[src/rtl/core/assert_macros.svh]
// Assertion macros used by the RTL file lpht_back.sv.
`ifndef ASSERT_MACROS_SVH
`define ASSERT_MACROS_SVH

// Checked at every rising edge while reset is released.
`define LPHT_ASSERT(lbl, clk, rst_n, prop, msg) \
    lbl: assert property (@(posedge clk) disable iff (!rst_n) prop) else $error(msg);

// Checked at every rising edge, reset included.
`define LPHT_ASSERT_ALWAYS(lbl, clk, prop, msg) \
    lbl: assert property (@(posedge clk) prop) else $error(msg);

`endif

[src/rtl/core/lpht_pkg.sv]
`timescale 1ns / 1ps
package lpht_pkg;

    localparam int DEPTH      = 1024;
    localparam int IDX_W      = $clog2(DEPTH);
    localparam int KEY_W      = 32;
    localparam int VAL_W      = 32;
    localparam int SIZE_W     = IDX_W + 1;
    localparam int CNT_W      = IDX_W + 1;
    localparam int FULL_W     = CNT_W + 5;
    localparam int Q_DEPTH    = 2;
    localparam int Q_PTR_W    = 1;
    localparam int Q_CNT_W    = 2;
    localparam int MOD_RADIX  = 4;
    localparam int MOD_STEPS  = KEY_W / MOD_RADIX;
    localparam int MOD_CNT_W  = $clog2(MOD_STEPS);
    localparam int ADDR_W     = 3;

    typedef enum logic [1:0] {
        OP_INSERT = 2'd0,
        OP_LOOKUP = 2'd1,
        OP_DELETE = 2'd2,
        OP_UNUSED = 2'd3
    } t_op;

    typedef enum logic [1:0] {
        STS_OK        = 2'd0,
        STS_FULL      = 2'd1,
        STS_NOT_FOUND = 2'd2,
        STS_ZERO_KEY  = 2'd3
    } t_status;

    typedef enum logic [3:0] {
        B_CLEAR,
        B_IDLE,
        B_F_RD,
        B_F_CHK,
        B_R_RD,
        B_R_CHK,
        B_R_MOD,
        B_P_RD,
        B_P_CHK
    } t_back_state;

    // One queued operation with its precomputed home slot.
    typedef struct packed {
        t_op              op;
        logic [KEY_W-1:0] key;
        logic [VAL_W-1:0] value;
        logic [IDX_W-1:0] home;
    } t_item;

    function automatic logic [SIZE_W-1:0] eff_size(input logic [SIZE_W-1:0] s);
        logic [SIZE_W-1:0] r;
        r = s;
        if (s == '0) begin
            r = SIZE_W'(1);
        end else if (s > SIZE_W'(DEPTH)) begin
            r = SIZE_W'(DEPTH);
        end
        return r;
    endfunction

    function automatic logic [IDX_W-1:0] next_slot(input logic [IDX_W-1:0] i,
                                                   input logic [SIZE_W-1:0] s);
        logic [SIZE_W-1:0] t;
        t = {1'b0, i} + SIZE_W'(1);
        return (t >= s) ? '0 : t[IDX_W-1:0];
    endfunction

endpackage

[src/rtl/core/lpht_mod.sv]
`timescale 1ns / 1ps
module lpht_mod (
    input  logic                         i_clk,
    input  logic                         i_rst_n,
    input  logic                         i_start,
    input  logic [lpht_pkg::KEY_W-1:0]   i_dividend,
    input  logic [lpht_pkg::SIZE_W-1:0]  i_divisor,
    output logic                         o_done,
    output logic [lpht_pkg::IDX_W-1:0]   o_rem
);

    // Restoring remainder, several dividend bits per cycle.
    logic                            r_busy;
    logic                            r_done;
    logic [lpht_pkg::MOD_CNT_W-1:0]  r_cnt;
    logic [lpht_pkg::SIZE_W-1:0]     r_rem;
    logic [lpht_pkg::KEY_W-1:0]      r_dvd;
    logic [lpht_pkg::SIZE_W-1:0]     n_rem;
    logic [lpht_pkg::KEY_W-1:0]      n_dvd;

    always_comb begin
        logic [lpht_pkg::SIZE_W:0] t;
        n_rem = r_rem;
        n_dvd = r_dvd;
        for (int j = 0; j < lpht_pkg::MOD_RADIX; j++) begin
            t = {n_rem, n_dvd[lpht_pkg::KEY_W-1]};
            n_dvd = n_dvd << 1;
            if (t >= {1'b0, i_divisor}) begin
                t = t - {1'b0, i_divisor};
            end
            n_rem = t[lpht_pkg::SIZE_W-1:0];
        end
    end

    always_ff @(posedge i_clk) begin
        if (!i_rst_n) begin
            r_busy <= 1'b0;
            r_done <= 1'b0;
            r_cnt  <= '0;
        end else begin
            r_done <= 1'b0;
            if (i_start) begin
                r_busy <= 1'b1;
                r_cnt  <= '0;
            end else if (r_busy) begin
                r_cnt <= r_cnt + 1'b1;
                if (r_cnt == lpht_pkg::MOD_CNT_W'(lpht_pkg::MOD_STEPS - 1)) begin
                    r_busy <= 1'b0;
                    r_done <= 1'b1;
                end
            end
        end
    end

    always_ff @(posedge i_clk) begin
        if (i_start) begin
            r_rem <= '0;
            r_dvd <= i_dividend;
        end else if (r_busy) begin
            r_rem <= n_rem;
            r_dvd <= n_dvd;
        end
    end

    assign o_done = r_done;
    assign o_rem  = r_rem[lpht_pkg::IDX_W-1:0];

endmodule

[src/rtl/core/lpht_front.sv]
`timescale 1ns / 1ps
module lpht_front (
    input  logic                         i_clk,
    input  logic                         i_rst_n,
    input  logic                         i_accept,
    input  lpht_pkg::t_op                i_op,
    input  logic [lpht_pkg::KEY_W-1:0]   i_key,
    input  logic [lpht_pkg::VAL_W-1:0]   i_value,
    input  logic [lpht_pkg::SIZE_W-1:0]  i_size,
    input  logic                         i_pop,
    output logic                         o_busy,
    output logic                         o_q_valid,
    output lpht_pkg::t_item              o_q_item
);

    logic                            r_pend;
    logic                            r_got;
    lpht_pkg::t_item                 r_item;
    lpht_pkg::t_item                 r_q [lpht_pkg::Q_DEPTH];
    logic [lpht_pkg::Q_PTR_W-1:0]    r_wp;
    logic [lpht_pkg::Q_PTR_W-1:0]    r_rp;
    logic [lpht_pkg::Q_CNT_W-1:0]    r_qcnt;
    logic                            mod_done;
    logic [lpht_pkg::IDX_W-1:0]      mod_rem;
    logic                            push;

    lpht_mod u_mod (
        .i_clk      (i_clk),
        .i_rst_n    (i_rst_n),
        .i_start    (i_accept),
        .i_dividend (i_key),
        .i_divisor  (i_size),
        .o_done     (mod_done),
        .o_rem      (mod_rem)
    );

    assign push = r_got && (r_qcnt != lpht_pkg::Q_CNT_W'(lpht_pkg::Q_DEPTH));

    always_ff @(posedge i_clk) begin
        if (!i_rst_n) begin
            r_pend <= 1'b0;
            r_got  <= 1'b0;
            r_wp   <= '0;
            r_rp   <= '0;
            r_qcnt <= '0;
        end else begin
            if (i_accept) begin
                r_pend <= 1'b1;
            end else if (push) begin
                r_pend <= 1'b0;
            end
            if (mod_done) begin
                r_got <= 1'b1;
            end else if (push) begin
                r_got <= 1'b0;
            end
            if (push) begin
                r_wp <= r_wp + 1'b1;
            end
            if (i_pop) begin
                r_rp <= r_rp + 1'b1;
            end
            r_qcnt <= r_qcnt + lpht_pkg::Q_CNT_W'(push) - lpht_pkg::Q_CNT_W'(i_pop);
        end
    end

    always_ff @(posedge i_clk) begin
        if (i_accept) begin
            r_item.op    <= i_op;
            r_item.key   <= i_key;
            r_item.value <= i_value;
        end
        if (mod_done) begin
            r_item.home <= mod_rem;
        end
        if (push) begin
            r_q[r_wp] <= r_item;
        end
    end

    assign o_busy    = r_pend;
    assign o_q_valid = (r_qcnt != '0);
    assign o_q_item  = r_q[r_rp];

endmodule

[config.mk]
export PLATFORM = sky130hd
export DESIGN_NAME = lpht_front
export DESIGN_NICKNAME = d
export VERILOG_FILES = /design/src/rtl/core/assert_macros.svh /design/src/rtl/core/lpht_pkg.sv /design/src/rtl/core/lpht_mod.sv /design/src/rtl/core/lpht_front.sv
export SDC_FILE = /design/constraint.sdc
export NUM_CORES = 1
export LEC_CHECK = 0
export BUFFER_PORTS_ARGS = -buffer_cell sky130_fd_sc_hd__clkbuf_2
export CAP_MARGIN = 20
export CORE_MARGIN = 2
export CORE_UTILIZATION = 42
export CTS_CLUSTER_DIAMETER = 150
export CTS_CLUSTER_SIZE = 24
export DETAILED_ROUTE_END_ITERATION = 10
export SLEW_MARGIN = 30
export SYNTH_ARGS = -nofsm -noshare
export SYNTH_HDL_FRONTEND = slang
export SYNTH_HIERARCHICAL = 1
export SYNTH_SLANG_ARGS = --single-unit
[constraint.sdc]
create_clock -name i_clk -period 25.8 [get_ports i_clk]
set_input_delay 2.58 -clock i_clk [delete_from_list [all_inputs] [get_ports i_clk]]
set_output_delay 2.58 -clock i_clk [all_outputs]
set_load 0.02 [all_outputs]
==> out/qor.yml, run 1 <==
cp_max_fo: 15
die_y_um: 178
criticalPathCategory: "in2reg"
vias: 7098
cts_buffer_depth: 3
rsz0062_at_grt: "false"
ys_ff_latch: 283
num_io_pins: 159
min_period_ns: 11.79
root_buffer: "clkbuf_16"
tns_ns: 0
tightest_slew_ns: 0.898
fillerInstances: 2599
grt_pass1_vias: 6839
grt.met2_usage_pct: 26.8
grt_overflow: 0
place_inst: 1344
hold_class: "reg2reg"
core_um2: 29700
cts_resized: 0
slew_violations: 0
cpMaxStageDelayCell: "nor3b_2"
worst-endpoint-required_ns: 26.20
finalCritPeriodShare_pct: 45.7
clock.fmax_mhz: 84.8
synth-seq-area-share_pct: 65.0
fin_nets: 1104
drc: 0
place_congestion: 0.893
cp_top_family: "compound AO/OA/AOI/OAI gates"
cts_sinks: 283
cts_setup_buffers: 0
synth_area_um2: 12700
dp_hpwl_um: 17800
dieArea_um2: 31700
dr.first_iter.drc_count: 473
via_per_inst: 5.18
critPathLaunchType: "input port"
p_total_w: 0.00184
clk_latency_ns: 0.49
postSynthCellCount: 822
grt_max_degree: 59
drv_cap: 0
met1_usage_pct: 22.6
setup_viol_count_final: 0
vdd.ir_drop.worst_uv: 137
synth_flop_cell: "edfxtp_1"
grt_pass1_wl_um: 39100
grtUsageMet3_pct: 2.73
final_common_cell: "edfxtp_1"
relSlewSlack_pct: 40.1
drive_above_1_share_pct: 33.0
rows: 63
synth_area_per_cell_um2: 15.5
worst_ep_arrival_time_ns: 12.18
grt_busiest_layer: "met2"
stdcell_count: 1370
p_per_area_nw_per_um2: 129
grtUsageTotal_pct: 16.2
cts_tree: "yes"
antenna_found_initial: 1
clkTransAtPathRegs_ns: 0.09
first_pass_iters: 5
cts_max_level: 1
p_leak_nw: 5.37
path_buf_inv: 2
multi_input_area_um2: 4140
hold_viol_final: 0
totalWireLength_um: 25800
synth_edf_count: 260
port_buffers: 158
cts_buffers: 15
hold_slack_ns: 0.444
slowest_delay_ns: 0.71
synthesis.nets: 955
synth.distinct_cells: 61
async_flop_share_pct: 0
status: "complete, no violations"
postRouteAntennaNets: 0
seq_area_um2: 8270
reg2reg_setup_slack_ns: 15.86
wl_per_cell_um: 18.8
die_w_um: 178
start_util_pct: 42.8
diodes: 0
cpMostUsedCell: "o21ai_0"
layout_common_cells: "edfxtp_1 (260), clkbuf_2 (157), mux2_2 (86)"
yosysWarningCount: 6
fin_skew_ns: 0.0155
areaGrowthSynthToFinish_pct: 12.4
cts-hold-fix-buffers: 0
cp-end-kind: "flip-flop"
cell usage after synthesis (all sizes together), types with 4 or more instances:
| cell | n | area share [%] |
|---|---|---|
| nand3 | 20 | 0.79 |
| xor2 | 11 | 0.76 |
| nand2b | 10 | 0.49 |
| clkbuf | 9 | 0.27 |
| inv | 32 | 0.94 |
| mux2 | 126 | 12 |
| and2 | 10 | 0.49 |
| nor2 | 45 | 1.3 |
| xnor2 | 18 | 1.2 |
| dfxtp | 23 | 3.6 |
| fa | 4 | 0.63 |
| nand2 | 19 | 0.56 |
| a21oi | 23 | 0.90 |
| nor2b | 7 | 0.36 |
| or3 | 8 | 0.43 |
| a211oi | 12 | 0.75 |
| edfxtp | 260 | 61 |
| mux2i | 7 | 0.55 |
| or2 | 5 | 0.25 |
| a21o | 6 | 0.35 |
| nand4 | 6 | 0.29 |
| o21ai | 26 | 1.0 |
| ha | 48 | 4.7 |
| o31ai | 4 | 0.34 |
| nor3 | 6 | 0.24 |
| o21a | 9 | 0.53 |
| buf | 23 | 1.4 |
| a311oi | 7 | 0.48 |
registers in the layout, summed over array words and instances, names as in the netlist, 2 cells and up, named ones only:
name	cells
r_item	76
r_q	152
r_qcnt	2
u_mod/r_cnt	3
u_mod/r_dvd	32
u_mod/r_rem	11
kinds of logic after synthesis:
| family | count (synthesis) | synth area share, % |
|---|---|---|
| adder cells (fa/ha/maj) | 52 | 5.35 |
| AO/OA/AOI/OAI | 116 | 6.35 |
| flip-flops | 283 | 65.0 |
| multiplexers | 133 | 12.9 |
| AND/OR/NAND/NOR | 145 | 5.84 |
| XOR/XNOR | 29 | 2.00 |
| buffers and inverters | 64 | 2.62 |
final timing paths:
path / cells after the start / to / startpoint
setup / recovery: 33 / u_mod/r_rem[3]$_SDFFE_PP0P_ / i_size[5]
hold / removal: 0 / r_q[1][6]$_DFFE_PP_ / r_item[6]$_DFFE_PP_
setup reg to reg: 33 / u_mod/r_rem[3]$_SDFFE_PP0P_ / u_mod/r_dvd[31]$_DFFE_PP_
hold reg to reg: 0 / r_q[1][6]$_DFFE_PP_ / r_item[6]$_DFFE_PP_
metal layers:
| metal | share of wire [%] | routed length [µm] | vias to the layer above |
|---|---|---|---|
| li1 | - | - | 3424 |
| met1 | 46 | 11800 | 3484 |
| met2 | 47 | 12200 | 167 |
| met3 | 5.3 | 1360 | 21 |
| met4 | 1.4 | 355 | 2 |
| met5 | 0.043 | 11 | - |
power by group:
group | switching (W) | internal, W
Sequential | 0.0000176 | 0.000526
Clock | 0.000135 | 0.000111
Combinational | 0.000587 | 0.000463
Total | 0.000739 | 0.00110
final cells by class:
type / count / area share, %
clock buffer: 24 / 2.86
sequential: 283 / 57.8
inverter: 32 / 0.840
tap: 390 / 3.41
timing repair buffer: 164 / 6.00
multi-input combinational: 475 / 28.9
clock inverter: 2 / 0.105
metrics by stage:
step	instance area [µm²]	util (%)	setup slack [ns]
2_1_floorplan	12700	-	15.29
3_3_place_gp	13800	46.6	13.84
3_5_place_dp	13900	46.7	13.59
4_1_cts	14300	48.1	14.10
5_1_grt	14300	48.1	13.28
6_report	14300	48.1	14.01
Power figures use the tool's default switching activity.
==> run 2: changes to the inputs <==
- clock period: 25.8 -> 9.5 ns (I/O delays scaled with it)
==> run 2 against run 1 <==
- hold slack improved by 0.0043 ns
- critical path depth increased by 4
- setup slack got worse by 13 ns
- critical path type unchanged
- largest cell class unchanged
- highest routed layer unchanged
==> out/qor.yml, run 2 (synthesis results as in run 1) <==
status: "complete, no violations"
grt_pass1_wl_um: 40300  # +3.1%
p_per_area_nw_per_um2: 376  # +190%
dp_hpwl_um: 19000  # +6.4%
final_common_cell: "edfxtp_1"
via_per_inst: 5.08  # -2.0%
placed_cell_area_um2: 14200  # +2.3%
utilization_pct: 49.2  # +1.1 points
relSlewSlack_pct: 38.6  # -1.6 points
cp_max_fo: 10  # -5
grt_max_degree: 69  # +17%
slew_violations: 0  # unchanged
worst_ep_arrival_time_ns: 9.17  # -3.01 ns
clock.fmax_mhz: 114
root_buffer: "clkbuf_16"
cts-hold-fix-buffers: 0  # unchanged
cp-end-kind: "flip-flop"
grt_overflow: 0  # unchanged
place_congestion: 0.874  # -2.1%
cts_setup_buffers: 0  # unchanged
cts_sinks: 283  # unchanged
postRouteAntennaNets: 0  # unchanged
grt_pass1_vias: 7056  # +3.2%
cts_buffer_depth: 3  # unchanged
dr.first_iter.drc_count: 442  # -6.6%
cts_resized: 0  # unchanged
worst-endpoint-required_ns: 9.90  # -16.30 ns
totalWireLength_um: 26600  # +3.2%
regMostFlops: "r_q"
clk_latency_ns: 0.49  # about the same
cts_tree: "yes"
clkTransAtPathRegs_ns: 0.10  # about the same
critPathLaunchType: "input port"
setup_viol_count_final: 0  # unchanged
fin_nets: 1149  # +4.1%
tns_ns: 0  # unchanged
min_period_ns: 8.77
vdd.ir_drop.worst_uv: 507  # +270%
fin_area_um2: 14600  # +2.3%
rows: 63  # unchanged
slowest_delay_ns: 0.51  # -0.20 ns
cpMostUsedCell: "o21ai_0"
port_buffers: 158  # unchanged
tightest_slew_ns: 0.922  # +0.0239 ns
layout_common_cells: "edfxtp_1 (260), clkbuf_2 (157), mux2_2 (86)"
fin_skew_ns: 0.0110  # -0.00451 ns
criticalPathCategory: "in2reg"
rsz0062_at_grt: "false"
place_inst: 1389  # +3.3%
dieArea_um2: 31700  # unchanged
vias: 7196  # +1.4%
reg2reg_setup_slack_ns: 0.83  # -15.03 ns
num_io_pins: 159  # unchanged
die_y_um: 178  # unchanged
grtUsageTotal_pct: 16.7  # +0.56 points
largest_reg_flops: 152  # unchanged
antenna_found_initial: 4  # +3
stdcell_count: 1417  # +3.4%
drc: 0  # unchanged
first_pass_iters: 5  # unchanged
cts_max_level: 1  # unchanged
hold_class: "reg2reg"
cts_buffers: 15  # unchanged
drive_above_1_share_pct: 36.1  # +3.1 points
drv_cap: 0  # unchanged
die_w_um: 178  # unchanged
wl_per_cell_um: 18.8  # -0.18%
core_um2: 29700  # unchanged
start_util_pct: 42.8  # unchanged
areaGrowthSynthToFinish_pct: 15.0
hold_viol_final: 0  # unchanged
cpMaxStageDelayCell: "or4b_1"
finalCritPeriodShare_pct: 92.3
p_leak_nw: 5.57  # +3.9%
reg_top3: "r_q: 152 flops, r_item: 76 flops, u_mod/r_dvd: 32 flops"
[run 2: cell types whose count changed in the layout (fill, tap and decap cells not counted), sizes merged]
cell / delta
diode: +2
inv: -1
clkinvlp: +1
buf: +45
[run 2: final cells by class]
class                           count  area, µm²
Sequential cell                   283       8270
Multi-Input combinational cell    475       4140
Inverter                           32        120
Fill cell                        2598      15100
Clock inverter                      2       16.3
Antenna cell                        2       5.00
Timing Repair Buffer              209       1180
Tap cell                          390        488
Clock buffer                       24        409
[run 2: layer usage]
layer  vias to the layer above  track usage, %  wire length [µm]
met2                       161            27.5             12500
met4                         4            3.86               477
met3                        30            2.69              1430
li1                       3514               -                 -
met1                      3487            23.3             12200
met5                         -               0                22
[run 2: worst max-delay path, delay by kind of cell]
kind,cells,cell delay (ns)
adder cells (fa/ha/maj),5,1.57
buffers and inverters,5,0.66
AO/OA/AOI/OAI,16,3.06
AND/OR/NAND/NOR,9,2.23
multiplexers,2,0.66
[run 2: metrics by stage]
step	power, W	setup slack [ns]	hold slack, ns
2_1_floorplan	0.00377	0.625	0.421
3_3_place_gp	0.00485	0.350	0.422
3_5_place_dp	0.00482	0.125	0.429
4_1_cts	0.00550	0.615	0.442
5_1_grt	0.00594	0.0680	0.459
6_report	0.00550	0.729	0.448
[run 2: worst paths after layout]
check                                                   end                      start  cells past startpoint
worst max-delay path            u_mod/r_rem[3]$_SDFFE_PP0P_                  i_size[0]                     37
worst min-delay path                   r_q[1][64]$_DFFE_PP_       r_item[64]$_DFFE_PP_                      0
worst min register to register         r_q[1][64]$_DFFE_PP_       r_item[64]$_DFFE_PP_                      0
worst max register to register  u_mod/r_rem[3]$_SDFFE_PP0P_  u_mod/r_dvd[31]$_DFFE_PP_                     37
[run 2: power breakdown]
part / switching, W / internal [W] / leakage [nW]
clock network: 0.000364 / 0.000302 / 0.200
logic: 0.00174 / 0.00162 / 2.76
registers: 0.0000464 / 0.00143 / 2.62
==> run 3: changes to the inputs <==
- CTS_BUF_LIST: not set -> sky130_fd_sc_hd__clkbuf_8 sky130_fd_sc_hd__clkbuf_16
==> run 3 against run 2 <==
- power about the same
- clock power fell by 1%
- register-to-register slack is essentially flat
- clock skew down 0.00084 ns
- fmax barely moved
- global-route usage about the same
- die area unchanged
- sequential power hardly changed
==> out/qor.yml, run 3 (synthesis results as in run 1) <==
finalCritPeriodShare_pct: 92.4  # about the same
fin_area_um2: 14600  # unchanged
grt_pass1_vias: 7050  # -0.085%
regMostFlops: "r_q"
areaGrowthSynthToFinish_pct: 15.0  # unchanged
p_per_area_nw_per_um2: 375  # about the same
dr.first_iter.drc_count: 427  # -3.4%
final_common_cell: "edfxtp_1"
rsz0062_at_grt: "false"
clock.fmax_mhz: 114  # about the same
p_sw_w: 0.00215  # +0.19%
stdcell_count: 1417  # unchanged
cp-end-kind: "flip-flop"
grtUsageTotal_pct: 16.7  # about the same
cts_max_level: 1  # unchanged
rows: 63  # unchanged
slowest_delay_ns: 0.52  # about the same
cts_resized: 0  # unchanged
seq_area_um2: 8270  # unchanged
place_congestion: 0.874  # unchanged
first_pass_iters: 5  # unchanged
tns_ns: 0  # unchanged
die_y_um: 178  # unchanged
pwr-share-comb_pct: 61.2  # about the same
grt_overflow: 0  # unchanged
port_buffers: 158  # unchanged
hold_viol_final: 0  # unchanged
drv_cap: 0  # unchanged
worst-endpoint-required_ns: 9.90  # about the same
worst_ep_arrival_time_ns: 9.17  # about the same
swShare_pct: 39.2  # +0.11 points
startpoint: "i_size[0]"
core_um2: 29700  # unchanged
setup_viol_count_final: 0  # unchanged
cts_buffer_depth: 3  # unchanged
totalWireLength_um: 26700  # about the same
multi_input_area_um2: 4140  # unchanged
wl_per_cell_um: 18.8  # about the same
via_per_inst: 5.08  # about the same
p_clk_share_pct: 12.0  # about the same
layout_common_cells: "edfxtp_1 (260), clkbuf_2 (157), mux2_2 (86)"
drc: 0  # unchanged
status: "complete, no violations"
vdd.ir_drop.worst_uv: 507  # about the same
cpMostUsedCell: "o21ai_0"
cts_buffers: 15  # unchanged
cts-hold-fix-buffers: 0  # unchanged
postRouteAntennaNets: 0  # unchanged
dieArea_um2: 31700  # unchanged
cts_sinks: 283  # unchanged
start_util_pct: 42.8  # unchanged
fillerInstances: 2598  # unchanged
min_period_ns: 8.78  # +0.00398 ns
num_io_pins: 159  # unchanged
cpMaxStageDelayCell: "or4b_1"
cts_tree: "yes"
antenna_found_initial: 4  # unchanged
clkTransAtPathRegs_ns: 0.10  # about the same
slew_violations: 0  # unchanged
fin_nets: 1149  # unchanged
die_w_um: 178  # unchanged
hold_class: "reg2reg"
clk_latency_ns: 0.49  # about the same
drive_above_1_share_pct: 36.1  # unchanged
seqPwrFrac_pct: 26.8  # about the same
intPower_w: 0.00334  # -0.28%
root_buffer: "clkbuf_16"
hp-start: "r_item[38]$_DFFE_PP_"
cp_max_fo: 10  # unchanged
p_leak_nw: 5.61  # +0.67%
tightest_slew_ns: 0.918  # -0.00375 ns
criticalPathCategory: "in2reg"
critPathLaunchType: "input port"
dp_hpwl_um: 19000  # unchanged
largest_reg_flops: 152  # unchanged
reg_top3: "r_q: 152 flops, r_item: 76 flops, u_mod/r_dvd: 32 flops"
place_inst: 1389  # unchanged
relSlewSlack_pct: 38.8  # +0.25 points
grt_pass1_wl_um: 40300  # about the same
hold_slack_ns: 0.448  # +0.000398 ns
cts_setup_buffers: 0  # unchanged
rr_startpoint: "u_mod/r_dvd[31]$_DFFE_PP_"
vias: 7193  # -0.042%
placed_cell_area_um2: 14200  # unchanged
fin_skew_ns: 0.0101  # -0.000837 ns
grt_max_degree: 69  # unchanged
## run 3: cell count changes in the layout (fill, tap and decap cells not counted)
cell,delta
clkbuf_1,-9
inv_1,+9
## run 3: cell type report
cell class | instances | area share [%]
Multi-Input combinational cell | 475 | 28.3
Sequential cell | 283 | 56.5
Clock buffer | 15 | 2.56
Timing Repair Buffer | 209 | 8.06
Antenna cell | 2 | 0.0342
Tap cell | 390 | 3.33
Inverter | 32 | 0.821
Clock inverter | 11 | 0.342
## run 3: power groups by stage
stage                     clock network [W]  registers (W)  logic, W
after floorplan                           0        0.00148   0.00229
after global placement                    0        0.00150   0.00335
after detailed placement                  0        0.00150   0.00331
after CTS                          0.000686        0.00148   0.00333
after global routing               0.000732        0.00148   0.00372
final                              0.000659        0.00147   0.00336
## run 3: worst paths after layout
path / end / slack [ns] / depth (start not counted)
worst max-delay path: u_mod/r_rem[3]$_SDFFE_PP0P_ / 0.72 / 37
worst max register to register: u_mod/r_rem[3]$_SDFFE_PP0P_ / 0.83 / 37
worst min register to register: r_q[1][38]$_DFFE_PP_ / 0.45 / 0
worst min-delay path: r_q[1][38]$_DFFE_PP_ / 0.45 / 0
## run 3: worst max-delay path, delay by kind of cell
family                   cells  cell delay [ns]
multiplexers                 2             0.66
adder cells (fa/ha/maj)      5             1.57
buffers and inverters        5             0.66
AND/OR/NAND/NOR              9             2.24
AO/OA/AOI/OAI               16             3.06
## run 3: through the flow
step	setup WS, ns	util (%)	power, W
detailed placement	0.125	47.8	0.00482
floorplan	0.625	-	0.00377
global placement	0.350	47.8	0.00485
finish	0.725	49.2	0.00549
CTS	0.615	49.2	0.00549
global route	0.0681	49.2	0.00593
## run 3: metal layers
metal | vias to the layer above | global-route usage [%] | part of all wire, %
li1 | 3512 | - | -
met1 | 3484 | 23.4 | 46
met2 | 163 | 27.5 | 47
met3 | 30 | 2.69 | 5.1
met4 | 4 | 3.86 | 1.8
met5 | - | 0 | 0.083
